File: src/hw/rtl/omdx_pkg.sv
// ----------------------------------------------------------------------------
// omdx_pkg: output channel mixdown shared definitions
// Field widths, opcodes, register indexes, speaker layout tables and the
// structs that pass between the controller, datapath and register block.
// ----------------------------------------------------------------------------
`default_nettype none

package omdx_pkg;

	localparam int unsigned NUM_CHANNELS_DEF = 9;
	localparam int unsigned SAMPLE_BITS_DEF  = 24;
	localparam int unsigned COEFF_BITS_DEF   = 16;

	localparam int unsigned OP_W       = 2;
	localparam int unsigned CH_W       = 4;
	localparam int unsigned VAL_W      = 24;
	localparam int unsigned LAYOUT_W   = 3;
	localparam int unsigned KIND_W     = 2;
	localparam int unsigned SLOT_W     = 4;
	localparam int unsigned SLOT_MAP_W = 36;
	localparam int unsigned CFG_IDX_W  = 2;
	localparam int unsigned CFG_DATA_W = 36;
	localparam int unsigned OUT_W      = 32;
	localparam int unsigned SPK_W      = 3;
	localparam int unsigned NSPK_W     = 4;

	localparam int unsigned COEFF_FRAC = 14;
	localparam int unsigned FIX_FRAC   = 20;
	localparam int unsigned GAIN_SHIFT = 15;
	localparam int          SAMPLE_ONE = 1048576;
	localparam logic [15:0] S16_MIN    = 16'h8000;
	localparam logic [15:0] S16_MAX    = 16'h7fff;

	typedef enum logic [OP_W-1:0] {
		OP_COEFF  = 2'd0,
		OP_CLICK  = 2'd1,
		OP_SAMPLE = 2'd2,
		OP_EOB    = 2'd3
	} op_t;

	localparam logic [CFG_IDX_W-1:0] REG_LAYOUT = 2'd0;
	localparam logic [CFG_IDX_W-1:0] REG_KIND   = 2'd1;
	localparam logic [CFG_IDX_W-1:0] REG_SLOTS  = 2'd2;

	localparam logic [KIND_W-1:0] KIND_U8  = 2'd0;
	localparam logic [KIND_W-1:0] KIND_S16 = 2'd1;

	localparam logic [LAYOUT_W-1:0] LAYOUT_STEREO = 3'd1;

	localparam logic [CH_W-1:0] SPK_FL  = 4'd0;
	localparam logic [CH_W-1:0] SPK_FR  = 4'd1;
	localparam logic [CH_W-1:0] SPK_FC  = 4'd2;
	localparam logic [CH_W-1:0] SPK_LFE = 4'd3;
	localparam logic [CH_W-1:0] SPK_BL  = 4'd4;
	localparam logic [CH_W-1:0] SPK_BR  = 4'd5;
	localparam logic [CH_W-1:0] SPK_BC  = 4'd6;
	localparam logic [CH_W-1:0] SPK_SL  = 4'd7;
	localparam logic [CH_W-1:0] SPK_SR  = 4'd8;

	// mono, stereo, quad, 5.1, 6.1, 7.1, two unused codes
	localparam logic [NSPK_W-1:0] LAYOUT_LEN [8] = '{
		4'd1, 4'd2, 4'd4, 4'd6, 4'd7, 4'd8, 4'd0, 4'd0
	};

	localparam logic [CH_W-1:0] LAYOUT_CHAN [8][8] = '{
		'{SPK_FC, SPK_FL, SPK_FL, SPK_FL, SPK_FL, SPK_FL, SPK_FL, SPK_FL},
		'{SPK_FL, SPK_FR, SPK_FL, SPK_FL, SPK_FL, SPK_FL, SPK_FL, SPK_FL},
		'{SPK_FL, SPK_FR, SPK_BL, SPK_BR, SPK_FL, SPK_FL, SPK_FL, SPK_FL},
		'{SPK_FL, SPK_FR, SPK_FC, SPK_LFE, SPK_BL, SPK_BR, SPK_FL, SPK_FL},
		'{SPK_FL, SPK_FR, SPK_FC, SPK_LFE, SPK_BC, SPK_SL, SPK_SR, SPK_FL},
		'{SPK_FL, SPK_FR, SPK_FC, SPK_LFE, SPK_BL, SPK_BR, SPK_SL, SPK_SR},
		'{SPK_FL, SPK_FL, SPK_FL, SPK_FL, SPK_FL, SPK_FL, SPK_FL, SPK_FL},
		'{SPK_FL, SPK_FL, SPK_FL, SPK_FL, SPK_FL, SPK_FL, SPK_FL, SPK_FL}
	};

	typedef struct packed {
		op_t                     opcode;
		logic [CH_W-1:0]         channel;
		logic [CH_W-1:0]         dest_channel;
		logic signed [VAL_W-1:0] value;
		logic                    frame_last;
	} item_t;

	typedef struct packed {
		logic [LAYOUT_W-1:0]   layout;
		logic [KIND_W-1:0]     kind;
		logic [SLOT_MAP_W-1:0] slot_map;
	} cfg_t;

	typedef struct packed {
		logic            take;
		logic            frame_clr;
		logic            mac_clr;
		logic            rd_start;
		logic            issue;
		logic            conv;
		logic            put;
		logic            last;
		logic [CH_W-1:0] c;
		logic [CH_W-1:0] spk;
	} ctl_cmd_t;

	typedef struct packed {
		logic s1_empty;
		logic out_free;
	} dp_sts_t;

endpackage

`default_nettype wire

File: src/hw/rtl/omdx_ifs.sv
// ----------------------------------------------------------------------------
// omdx_ifs: mixdown channel interfaces
// Command word channel, configuration write channel and result word channel.
// ----------------------------------------------------------------------------
`default_nettype none


interface omdx_mix_if import omdx_pkg::*; ();
	logic                    valid;
	logic                    ready;
	logic signed [OUT_W-1:0] sample;
	logic [SLOT_W-1:0]       slot;
	logic                    last;

	modport source (output valid, sample, slot, last, input ready);
	modport sink (input valid, sample, slot, last, output ready);
endinterface

`default_nettype wire

File: src/hw/rtl/omdx_ram.sv
// ----------------------------------------------------------------------------
// omdx_ram: generic single-write, single-read RAM
// One write port, one read port with registered read data.
// ----------------------------------------------------------------------------
`default_nettype none

module omdx_ram #(
	parameter int unsigned WIDTH  = 16,
	parameter int unsigned DEPTH  = 81,
	parameter int unsigned ADDR_W = (DEPTH > 1) ? $clog2(DEPTH) : 1
) (
	input  logic              clk,
	input  logic              we,
	input  logic [ADDR_W-1:0] waddr,
	input  logic [WIDTH-1:0]  wdata,
	input  logic              re,
	input  logic [ADDR_W-1:0] raddr,
	output logic [WIDTH-1:0]  rdata
);

	logic [WIDTH-1:0] mem [DEPTH];

	always_ff @(posedge clk) begin
		if (we) begin
			mem[waddr] <= wdata;
		end
		if (re) begin
			rdata <= mem[raddr];
		end
	end

endmodule

`default_nettype wire

File: src/hw/rtl/omdx_dp.sv
// ----------------------------------------------------------------------------
// omdx_dp: mixdown datapath
// Click removal and frame store, coefficient RAM, shared multiply-accumulate,
// output format conversion and the result word register.
// ----------------------------------------------------------------------------
`default_nettype none

module omdx_dp import omdx_pkg::*; #(
	parameter int unsigned NUM_CHANNELS = NUM_CHANNELS_DEF,
	parameter int unsigned SAMPLE_BITS  = SAMPLE_BITS_DEF,
	parameter int unsigned COEFF_BITS   = COEFF_BITS_DEF
) (
	input  logic       clk,
	input  logic       arst_n,
	input  item_t      item,
	input  cfg_t       regs,
	input  ctl_cmd_t   ctrl,
	output dp_sts_t    sts,
	omdx_mix_if.source mix
);

	localparam int unsigned SB    = SAMPLE_BITS;
	localparam int unsigned CB    = COEFF_BITS;
	localparam int unsigned CW    = (NUM_CHANNELS > 1) ? $clog2(NUM_CHANNELS) : 1;
	localparam int unsigned DEPTH = NUM_CHANNELS * NUM_CHANNELS;
	localparam int unsigned AW    = (DEPTH > 1) ? $clog2(DEPTH) : 1;
	localparam int unsigned EW    = ((SB > VAL_W) ? SB : VAL_W) + 1;
	localparam int unsigned PW    = SB + CB;
	localparam int unsigned ACCW  = PW + 4;
	localparam int unsigned TW    = ACCW - COEFF_FRAC;
	localparam int unsigned QW    = (TW > FIX_FRAC + 2) ? TW : FIX_FRAC + 2;
	localparam int unsigned XW    = (QW > OUT_W) ? QW : OUT_W + 1;
	localparam int unsigned MW    = FIX_FRAC + GAIN_SHIFT + 2;

	localparam logic signed [QW-1:0] Q_ONE  = QW'(SAMPLE_ONE);
	localparam logic signed [QW-1:0] Q_MONE = -Q_ONE;

	function automatic logic signed [SB-1:0] sat_sb(input logic signed [EW-1:0] x);
		logic hi_ones;
		logic hi_zeros;
		hi_ones  = &x[EW-1:SB-1];
		hi_zeros = ~|x[EW-1:SB-1];
		if (hi_ones || hi_zeros) begin
			return x[SB-1:0];
		end else if (x[EW-1]) begin
			return {1'b1, {(SB-1){1'b0}}};
		end else begin
			return {1'b0, {(SB-1){1'b1}}};
		end
	endfunction

	logic signed [SB-1:0]   frame_q [NUM_CHANNELS];
	logic signed [SB-1:0]   level_q [NUM_CHANNELS];
	logic signed [SB-1:0]   pend_q  [NUM_CHANNELS];
	logic signed [EW-1:0]   fold_sum [NUM_CHANNELS];

	logic                   ch_ok;
	logic                   dst_ok;
	logic [CW-1:0]          chi;
	logic signed [SB-1:0]   lvl;
	logic signed [SB-1:0]   lvl_dec;
	logic signed [SB-1:0]   lvl_new;
	logic signed [EW-1:0]   frame_sum;
	logic signed [EW-1:0]   pend_sum;
	logic [7:0]             wr_lin;
	logic                   ram_we;
	logic [AW-1:0]          rd_addr_q;
	logic [CB-1:0]          coef_s1;
	logic signed [SB-1:0]   fr_s1;
	logic                   v_s1;
	logic signed [PW-1:0]   prod_s2;
	logic                   v_s2;
	logic signed [ACCW-1:0] acc_q;
	logic signed [ACCW-1:0] acc_sh;
	logic signed [ACCW-1:0] acc_tz;
	logic signed [TW-1:0]   v_tz;
	logic signed [QW-1:0]   v_q;
	logic signed [FIX_FRAC:0] v_in;
	logic signed [MW-1:0]   m_gain;
	logic signed [MW-1:0]   m_tz;
	logic [15:0]            s16;
	logic signed [XW-1:0]   v_x;
	logic [OUT_W-1:0]       sat32;
	logic [OUT_W-1:0]       conv_d;
	logic                   ov_q;
	logic [OUT_W-1:0]       sample_q;
	logic [SLOT_W-1:0]      slot_q;
	logic                   last_q;

	// command decode and click removal
	assign ch_ok   = item.channel < CH_W'(NUM_CHANNELS);
	assign dst_ok  = item.dest_channel < CH_W'(NUM_CHANNELS);
	assign chi     = item.channel[CW-1:0];
	assign lvl     = level_q[chi];
	assign lvl_dec = (lvl >>> 8) + $signed(SB'(lvl[SB-1] && (|lvl[7:0])));
	assign lvl_new = lvl - lvl_dec;
	assign frame_sum = EW'(item.value) + EW'(lvl_new);
	assign pend_sum  = EW'(pend_q[chi]) + EW'(item.value);

	always_comb begin
		for (int k = 0; k < NUM_CHANNELS; k++) begin
			fold_sum[k] = EW'(level_q[k]) + EW'(pend_q[k]);
		end
	end

	always_ff @(posedge clk or negedge arst_n) begin
		if (!arst_n) begin
			for (int k = 0; k < NUM_CHANNELS; k++) begin
				frame_q[k] <= '0;
				level_q[k] <= '0;
				pend_q[k]  <= '0;
			end
		end else begin
			if (ctrl.take && item.opcode == OP_CLICK && ch_ok) begin
				pend_q[chi] <= sat_sb(pend_sum);
			end
			if (ctrl.take && item.opcode == OP_EOB) begin
				for (int k = 0; k < NUM_CHANNELS; k++) begin
					level_q[k] <= sat_sb(fold_sum[k]);
					pend_q[k]  <= '0;
				end
			end
			if (ctrl.take && item.opcode == OP_SAMPLE && ch_ok) begin
				level_q[chi] <= lvl_new;
				frame_q[chi] <= sat_sb(frame_sum);
			end
			if (ctrl.frame_clr) begin
				for (int k = 0; k < NUM_CHANNELS; k++) begin
					frame_q[k] <= '0;
				end
			end
		end
	end

	// coefficient matrix, row-major by source channel
	assign wr_lin = 8'(item.channel) * 8'(NUM_CHANNELS) + 8'(item.dest_channel);
	assign ram_we = ctrl.take && item.opcode == OP_COEFF && ch_ok && dst_ok;

	omdx_ram #(
		.WIDTH (CB),
		.DEPTH (DEPTH),
		.ADDR_W(AW)
	) u_coef_ram (
		.clk  (clk),
		.we   (ram_we),
		.waddr(wr_lin[AW-1:0]),
		.wdata(item.value[CB-1:0]),
		.re   (ctrl.issue),
		.raddr(rd_addr_q),
		.rdata(coef_s1)
	);

	// multiply-accumulate pipeline
	always_ff @(posedge clk or negedge arst_n) begin
		if (!arst_n) begin
			v_s1 <= 1'b0;
			v_s2 <= 1'b0;
		end else begin
			v_s1 <= ctrl.issue;
			v_s2 <= v_s1;
		end
	end

	always_ff @(posedge clk) begin
		if (ctrl.rd_start) begin
			rd_addr_q <= AW'(ctrl.spk);
		end else if (ctrl.issue) begin
			rd_addr_q <= rd_addr_q + AW'(NUM_CHANNELS);
		end
		if (ctrl.issue) begin
			fr_s1 <= frame_q[ctrl.c[CW-1:0]];
		end
		prod_s2 <= fr_s1 * $signed(coef_s1);
		if (ctrl.mac_clr) begin
			acc_q <= '0;
		end else if (v_s2) begin
			acc_q <= acc_q + ACCW'(prod_s2);
		end
		if (ctrl.conv) begin
			v_q <= QW'(v_tz);
		end
	end

	// drop the coefficient fraction, truncating toward zero
	assign acc_sh = acc_q >>> COEFF_FRAC;
	assign acc_tz = acc_sh + ACCW'(acc_q[ACCW-1] && (|acc_q[COEFF_FRAC-1:0]));
	assign v_tz   = acc_tz[TW-1:0];

	// 16-bit scale: v * (2^15 - 1) / 2^20, truncating toward zero
	assign v_in   = v_q[FIX_FRAC:0];
	assign m_gain = (MW'(v_in) <<< GAIN_SHIFT) - MW'(v_in);
	assign m_tz   = (m_gain >>> FIX_FRAC)
		+ $signed(MW'(m_gain[MW-1] && (|m_gain[FIX_FRAC-1:0])));

	always_comb begin
		if (v_q <= Q_MONE) begin
			s16 = S16_MIN;
		end else if (v_q >= Q_ONE) begin
			s16 = S16_MAX;
		end else begin
			s16 = m_tz[15:0];
		end
	end

	assign v_x = XW'(v_q);

	always_comb begin
		if ((&v_x[XW-1:OUT_W-1]) || (~|v_x[XW-1:OUT_W-1])) begin
			sat32 = v_x[OUT_W-1:0];
		end else if (v_x[XW-1]) begin
			sat32 = {1'b1, {(OUT_W-1){1'b0}}};
		end else begin
			sat32 = {1'b0, {(OUT_W-1){1'b1}}};
		end
	end

	always_comb begin
		case (regs.kind)
			KIND_U8:  conv_d = OUT_W'({~s16[15], s16[14:8]});
			KIND_S16: conv_d = {{(OUT_W-16){s16[15]}}, s16};
			default:  conv_d = sat32;
		endcase
	end

	// result word register
	always_ff @(posedge clk or negedge arst_n) begin
		if (!arst_n) begin
			ov_q <= 1'b0;
		end else if (ctrl.put) begin
			ov_q <= 1'b1;
		end else if (mix.ready) begin
			ov_q <= 1'b0;
		end
	end

	always_ff @(posedge clk) begin
		if (ctrl.put) begin
			sample_q <= conv_d;
			slot_q   <= regs.slot_map[{ctrl.spk, 2'b00} +: SLOT_W];
			last_q   <= ctrl.last;
		end
	end

	assign mix.valid  = ov_q;
	assign mix.sample = sample_q;
	assign mix.slot   = slot_q;
	assign mix.last   = last_q;

	assign sts.s1_empty = !v_s1;
	assign sts.out_free = !ov_q || mix.ready;

endmodule

`default_nettype wire

File: src/flat_wrapper.sv
// flat-port wrapper written by rule: the top's interface ports become plain ports
module omdx_dp_flat import omdx_pkg::*;
#(
	parameter int unsigned NUM_CHANNELS = NUM_CHANNELS_DEF,
	parameter int unsigned SAMPLE_BITS  = SAMPLE_BITS_DEF,
	parameter int unsigned COEFF_BITS   = COEFF_BITS_DEF
)
  (clk, arst_n, item, regs, ctrl, sts, mix_valid, mix_sample, mix_slot, mix_last, mix_ready);
  omdx_mix_if mix_i ();
  input  logic clk;
  input  logic arst_n;
  input  item_t item;
  input  cfg_t regs;
  input  ctl_cmd_t ctrl;
  output dp_sts_t sts;
  output wire logic [$bits(mix_i.valid)-1:0] mix_valid;
  output wire logic [$bits(mix_i.sample)-1:0] mix_sample;
  output wire logic [$bits(mix_i.slot)-1:0] mix_slot;
  output wire logic [$bits(mix_i.last)-1:0] mix_last;
  input wire logic [$bits(mix_i.ready)-1:0] mix_ready;
  assign mix_valid = mix_i.valid;
  assign mix_sample = mix_i.sample;
  assign mix_slot = mix_i.slot;
  assign mix_last = mix_i.last;
  assign mix_i.ready = mix_ready;
  omdx_dp #(.NUM_CHANNELS(NUM_CHANNELS), .SAMPLE_BITS(SAMPLE_BITS), .COEFF_BITS(COEFF_BITS)) u_core (.clk(clk), .arst_n(arst_n), .item(item), .regs(regs), .ctrl(ctrl), .sts(sts), .mix(mix_i));
endmodule
File: config.mk
export PLATFORM = sky130hd
export DESIGN_NAME = omdx_dp_flat
export DESIGN_NICKNAME = d
export VERILOG_FILES = /design/src/hw/rtl/omdx_pkg.sv /design/src/hw/rtl/omdx_ifs.sv /design/src/hw/rtl/omdx_ram.sv /design/src/hw/rtl/omdx_dp.sv /design/src/flat_wrapper.sv
export SDC_FILE = /design/constraint.sdc
export NUM_CORES = 2
export LEC_CHECK = 0
export BUFFER_PORTS_ARGS = -buffer_cell sky130_fd_sc_hd__buf_2
export CAP_MARGIN = 40
export CORE_ASPECT_RATIO = 1.2
export CORE_MARGIN = 4
export CORE_UTILIZATION = 45
export CTS_CLUSTER_DIAMETER = 200
export DETAILED_ROUTE_END_ITERATION = 8
export PLACE_DENSITY = 0.7
export REMOVE_ABC_BUFFERS = 1
export SYNTH_ARGS = -nofsm -noshare
export SYNTH_HDL_FRONTEND = slang
export SYNTH_SLANG_ARGS = --single-unit
File: constraint.sdc
create_clock -name clk -period 8.1 [get_ports clk]
set_input_delay 1.62 -clock clk [delete_from_list [all_inputs] [get_ports clk]]
set_output_delay 1.62 -clock clk [all_outputs]
set_load 0.03 [all_outputs]
; ---- After elaboration in Yosys (flattened, before gate mapping)
; Memory sizes are Yosys's and may differ from the RTL's. A register that Yosys moved wholly into a read port is not among the register bits.
; Index checks and enable logic that the tools add are counted.
[totals]
inputBits = 95
register_bits = 833
out_inout_bits = 40
mem_bits_rw = 1296
mem_count = 1
wordCells = 197
[op_classes]
bitwise_logic = 3
muxes = 53
n_lt_le_gt_ge = 7
add_sub_neg = 19
multipliers = 2
reduce_logical = 68
shift = 1
eq_ne = 4
[mem_list]
columns = memory, words, word_bits, rd, rd_ports_with_merged_regs, wr, line
row1 = u_core.u_coef_ram.mem, 81, 16, 1, 1, 1, omdx_ram.sv:21  ; logic [WIDTH-1:0] mem [DEPTH];
[ops]
columns = op, n
row1 = 2-to-1 mux 216 bit, 6
row2 = 2-to-1 mux 24 bit, 31
row3 = bitwise mux 216 bit, 3
row4 = binary-select mux 24 bit (select 4 bit), 3
row5 = adder 24 x 24 -> 25 bit, 11
row6 = demux 24 bit (select 4 bit), 1
row7 = case mux 32 bit (2 select lines), 1
row8 = adder 44 x 40 -> 44 bit, 1
row9 = multiplier 24 x 16 -> 40 bit, 1
row10 = subtractor 36 x 21 -> 37 bit, 1
row11 = variable part select 36 x 7 -> 4 bit, 1
row12 = 2-to-1 mux 16 bit, 2
row13 = adder 30 x 2 -> 30 bit, 1
row14 = greater-or-equal comparator 30 x 22 -> 1 bit (second input constant), 1
row15 = less-or-equal comparator 30 x 21 -> 1 bit (second input constant), 1
row16 = subtractor 24 x 17 -> 24 bit, 1
row17 = AND reduction 2 bit, 11
row18 = OR reduction 2 bit, 11
row19 = OR reduction 20 bit, 1
row20 = adder 16 x 2 -> 17 bit, 1
row21 = adder 16 x 2 -> 16 bit, 1
row22 = OR reduction 14 bit, 1
row23 = logical NOT 1 bit, 13
row24 = logical AND 1 bit, 12
row25 = other kinds (16), 40

; ---- Longest topological paths before layout
[logic_depth]
depth_word = 17
depth_mapped = 35
ltp_nobuf = 32

; ---- By module
; Synthesis repeated with hierarchy kept, for this count alone.
[unflattened]
hier_cells = 9579
area_unflattened_um2 = 119057.9
[by_module_without_submodules]
columns = mod, cells_per_inst, seq_area_each_um2, instances, area_per_inst_um2
row1 = omdx_dp, 7413, 20825.0, 1, 68917.3
row2 = omdx_ram, 2166, 39397.8, 1, 50140.6

; ---- Worst setup path before layout
; OpenSTA, ideal clock, no wires.
[synth_timing]
kind = input to register
from = input item[29] (netlist name)
to = register u_core.frame_q[110] (netlist name)
slack_ns = -1.299
setup_time_ns = 0.150
required_ns = 7.950
arrival_time_ns = 9.249
stages = 33
path_buffers = 5
path_cell_list = buf_2 > buf_1 > clkbuf_1 > buf_1 > mux4_2 > mux2i_1 > o21a_1 > inv_1 > ha_1 > inv_1 > ha_1 > a21o_1 > a21oi_1 > o21ai_0 > a21o_1 > a2111oi_0 > o21bai_1 > a31o_2 > a21o_1 > a21o_1 > xnor2_2 > inv_1 > ha_1 > and3_1 > and2_1 > a21oi_1 > o211ai_1 > a41oi_1 > o41ai_1 > clkinv_1 > clkbuf_1 > a31oi_1 > a211oi_1
[synth_via]
elab_chain_cells = 17
elab_cells_between_ends = 27
cone_classes = 3 x add/sub / 3 x order compare / 11 x mux / 1 x bitwise / 9 x reduce/logical
[synth_rtl]
columns = element, line
row1 = start: declaration, flat_wrapper.sv:12  ; input item_t item;
row2 = NOT 4 -> 5 bit (not written as such), "omdx_dp.sv:94, omdx_dp.sv:125"
row3 = binary-select mux 24 bit (select 4 bit), omdx_dp.sv:94  ; assign lvl = level_q[chi];
row4 = 2-to-1 mux 24 bit (not written as such) (2 in a row), omdx_dp.sv:94
row5 = OR reduction 8 bit, omdx_dp.sv:95  ; assign lvl_dec = (lvl >>> 8) + $signed(SB'(lvl[SB-1] && (|lvl[7:0])));
row6 = logical AND 1 bit, omdx_dp.sv:95
row7 = adder 16 x 2 -> 17 bit, omdx_dp.sv:95
row8 = subtractor 24 x 17 -> 24 bit, omdx_dp.sv:96  ; assign lvl_new = lvl - lvl_dec;
row9 = adder 24 x 24 -> 25 bit, omdx_dp.sv:97  ; assign frame_sum = EW'(item.value) + EW'(lvl_new);
row10 = OR reduction 2 bit, omdx_dp.sv:42  ; hi_zeros = ~|x[EW-1:SB-1];
row11 = logical NOT 1 bit, omdx_dp.sv:42
row12 = logical OR 1 bit, omdx_dp.sv:43  ; if (hi_ones || hi_zeros) begin
row13 = 2-to-1 mux 24 bit, omdx_dp.sv:43
row14 = 2-to-1 mux 24 bit, omdx_dp.sv:123  ; if (ctrl.take && item.opcode == OP_SAMPLE && ch_ok) begin
row15 = bitwise mux 216 bit, omdx_dp.sv:125  ; frame_q[chi] <= sat_sb(frame_sum);
row16 = 2-to-1 mux 216 bit, omdx_dp.sv:123
row17 = 2-to-1 mux 216 bit, omdx_dp.sv:127  ; if (ctrl.frame_clr) begin
row18 = end signal: indexed assignment, omdx_dp.sv:125
row19 = end: declaration, omdx_dp.sv:52  ; logic signed [SB-1:0] frame_q [NUM_CHANNELS];
; Parallel ways exist; a longest one is shown, timed or not. The select of a mux whose other input is x is not followed.
; A chain may end at the register's enable or synchronous reset.

; ---- Worst setup path in the final report
[layout_timing]
from = input item[29] (netlist name)
to = register u_core.frame_q[202] (netlist name)
; The elaborated chain is that of the path after synthesis.

==> impl_results.md <==
- Status: finished, final reports clean
- Final Wtd Congestion: between 1 and 1.5
- # setup viols final: 0
- Yosys top cell area share: a little over a third
- Drt pass-1 iters: 5
- Largest cells by area after synthesis: edfxtp_1 (35%), dfrtp_1 (14%), mux4_2 (9.8%), fa_1 (6.5%), ha_1 (5.1%)
- Die Area: approximately 270000 sq um
- 1st-iter DRT viols: roughly 9200
- Crit path time final: 7.948 ns
- CP delay by family, top: compound AO/OA/AOI/OAI gates
- Top-count cell post-synth: edfxtp_1
- Rows: a little over 200
- Post-synth ARST share: a little under a third
- TritonCTS clock tree: yes
- Fin crit share: between 90% and 100%
- PortBufs: 130
- Cell count after synthesis: ~9600
- Placed cell area: around 130000 sq um
- Internal power: around 32 mW
- Layout cells sized above 1: between 10% and 20%
- Initial core utilization: a little under half
- Final worst setup slack: about 0.15 ns
- Synthesized cell area: 119100 sq um
- Syn avg cell area: 12.45 sq um
- Nets@finish: about 11000
- Antenna violations before repair: 19
- Vias/cell: 6.207
- Final Hold Viols: 0
- Yosys reg bits: between 2000 and 2500
- Pins Over Slew Limit: 0
- VDD IR max: ~1400 uV
- Synth warn: 0
- Synth cell count leaders: edfxtp_1 (1405), nand2_1 (909), dfrtp_1 (651)
- M2 GR Usage: around 43%
- RSZ-0062 raised after global routing: yes
- WHS Endpoint: u_core.v_s2$_DFF_PN0_
- Design Area, Final: between 100000 and 150000 sq um
- Synth area leader: edfxtp_1
- Dominant synthesized flop cell: edfxtp_1
- Max clock buf depth: 4
- Crit-path max FO: 15
- R2r endpoint: u_core.prod_s2[39]$_DFF_P_
- Die H: 571.6 microns
- DR WL/cell: ~27 microns
- TritonCTS buffer count: about 220
- Hold Path Class: reg2reg
- Met1 track utilization from global routing: a little over a third
- Reg2reg setup slack: between 0.4 and 0.5 ns
- Number of synthesized flops with an enable pin: ~1400
- Placed Cells: roughly 13000
- Clk_lat worst skew: about 0.91 ns
- Clock transition at path regs: about 0.06 ns
- Clock Power Share: between 10% and 20%
- I/O pin count: 135
- Clock root buffer master: clkbuf_16
- Vias in the first global route: between 80000 and 90000
- Total clock sinks: 2143
- Area delta synth->final: 13.72%
- WP buf/inv: 10
- Met3 Use GR: approximately 4.7%
- Pwr dens: ~430 nW/um^2
- Die X: between 400 and 500 microns
- Worst slew pin tran: 1.071 ns
- Netlist cell types: 98
- Cell mode on critical path: buf_4
- WHS Path Cells: 0
- H-tree levels: 4
- First-pass GRT wire length: ~550 mm
- Core ar.: 262900 sq um
- Largest net degree at the start of global routing: approximately 170
- Rel. slew slack: 28.62%
- CP endpoint kind: flip-flop
- Layout Cells excl Fill: roughly 14000
- Max stage delay on crit path: roughly 0.57 ns
- Leak: about 53 nW
- Post-synthesis sequential area ratio: around 51%
- Total gr overflow: 0
- Flop pwr share: about 24%
- Max-Cap Viols: 0
- HPWL after DPL: ~260 mm
- F_max: 125.8 MHz
- Residual DRC: 0
- GRT busiest layer: met2
- Antenna viol nets, final: 0
- R2R Path Start: u_core.fr_s1[11]$_DFFE_PP_
- Total Routing Usage GR: between 20% and 30%
- Fill count: 21970
- CP Data Required Time: 8.86 ns
- Switching fraction of total power: between 40% and 50%
- CP Launch Point: item[29]
- CP arrival: 8.70 ns
- Worst-case reg-to-reg path depth: 25
- HP Start: u_core.v_s1$_DFF_PN0_
- Via count: ~85000
- Clock Skews: between 0.1 and 0.15 ns
- Crit path kind: in2reg
- P_sw: 25.44 mW
- Startpoint Class: input pin
- Comb power frac: between 50% and 60%
- Place WS: -1.392 ns
- Final WL: approximately 370 mm
- Slowest cell on crit path: mux4_2
worst max path at each step:
stage                                                 end  slack [ns]  cells past startpoint
floorplan           u_core.u_coef_ram.rdata[13]$_DFFE_PP_       -6.11                      8
global placement           u_core.frame_q[52]$_DFFE_PN0P_       -1.24                     34
detailed placement        u_core.frame_q[196]$_DFFE_PN0P_       -1.39                     33
CTS                       u_core.frame_q[133]$_DFFE_PN0P_       -0.05                     34
global route              u_core.frame_q[202]$_DFFE_PN0P_       -0.06                     36
finish                    u_core.frame_q[202]$_DFFE_PN0P_        0.15                     36
sequential cells by signal, indices dropped and copies added (netlist names):
signal,cells
u_core.fr_s1,24
u_core.u_coef_ram.mem,1296
u_core.mix.slot,4
u_core.rd_addr_q,7
u_core.mix.last,1
u_core.v_q,30
u_core.mix.sample,30
u_core.frame_q,216
u_core.mix.valid,1
u_core.prod_s2,40
u_core.u_coef_ram.rdata,16
u_core.level_q,216
u_core.v_s2,1
u_core.acc_q,44
u_core.v_s1,1
u_core.pend_q,216
worst reg2reg max path, cell delays in order (launching register included):
cell,delay (ns)
edfxtp_1,0.89
nand2_1,0.18
fa_1,0.54
inv_1,0.05
fa_1,0.54
inv_1,0.06
fa_1,0.50
inv_1,0.06
fa_1,0.54
inv_1,0.05
fa_1,0.48
inv_1,0.05
fa_1,0.48
ha_1,0.40
nand4_1,0.20
nor4_1,0.30
nor2_1,0.12
a21oi_1,0.31
o211ai_1,0.17
nand2_1,0.18
a41oi_1,0.26
a211o_1,0.35
o21ai_0,0.26
o41a_1,0.21
xnor2_1,0.16
buf_4,0.19
placed cells by master (no fill, tap or decap), types with 41 or more instances in the layout:
cell,instances
a211oi_1,183
a211oi_2,64
a21o_1,183
a21oi_1,442
a22o_1,49
a22oi_1,82
a31oi_1,46
a32oi_1,88
and2_1,151
and3_1,45
buf_2,117
buf_4,505
clkbuf_16,228
clkinv_2,47
dfrtp_1,650
dfxtp_1,86
edfxtp_1,1405
fa_1,388
ha_1,483
inv_1,623
mux2i_1,172
mux4_2,518
nand2_1,908
nand2b_1,78
nand3_1,142
nor2_1,610
nor2b_1,70
nor3_1,72
o211ai_1,41
o21a_1,62
o21ai_0,461
o21bai_1,44
o22ai_1,50
xnor2_1,241
xor2_1,95
cell families after synthesis:
group                      Yosys count  share of synthesized area [%]
AOI/OAI and AO/OA                 2105                          11.63
xor gates and xnor gates           338                          2.492
adders and majority gates          879                          11.67
buffers and inverters             1105                          3.504
DFF                               2143                          50.56
muxes                              713                          11.46
and+or+nand+nor                   2283                          8.683
routing by layer:
layer | vias to the layer above | routed length [microns]
met4 | 4 | 19580
met3 | 910 | 30900
met5 | - | 23
met2 | 4202 | 174800
met1 | 43040 | 142700
li1 | 36360 | -
timing repair:
action                                  CTS  global route
pin swaps                                 1            12
hold buffers                              0             0
gates resized for setup                  22           126
cloned                                    0             4
setup buffers                             1            24
endpoints found under the setup margin  207           217
through the flow:
stage | total power, mW | util, % | TNS (ns) | hold slack (ns)
2_1_floorplan | 33.86 | - | -416.24 | 0.3537
6_report | 57.81 | 51.52 | 0 | 0.4549
3_5_place_dp | 45.71 | 48.34 | -259.06 | 0.4393
4_1_cts | 56.42 | 51.15 | -0.3763 | 0.4628
5_1_grt | 61.70 | 51.52 | -1.128 | 0.4654
3_3_place_gp | 45.11 | 48.07 | -235.50 | 0.4741
area by class of cell:
type	count	area (sq um)	area share (%)
Sequential cell	2143	60230	44.46
Multi-Input combinational cell	6318	55620	41.06
Clock buffer	269	5916	4.367
Timing Repair Buffer	692	5678	4.192
Tap cell	3432	4294	3.170
Inverter	624	2342	1.729
Clock inverter	131	1363	1.006
Antenna cell	7	17.52	0.01293
power groups by stage:
stage / logic [mW] / clock network, mW / registers, mW
2_1_floorplan: 20.0 / 0 / 13.8
3_5_place_dp: 31.5 / 0 / 14.2
6_report: 33.4 / 10.4 / 14.0
3_3_place_gp: 30.9 / 0 / 14.2
5_1_grt: 36.7 / 11.0 / 14.0
4_1_cts: 32.0 / 10.5 / 14.0
No activity file was read; power rests on OpenSTA's default activity.
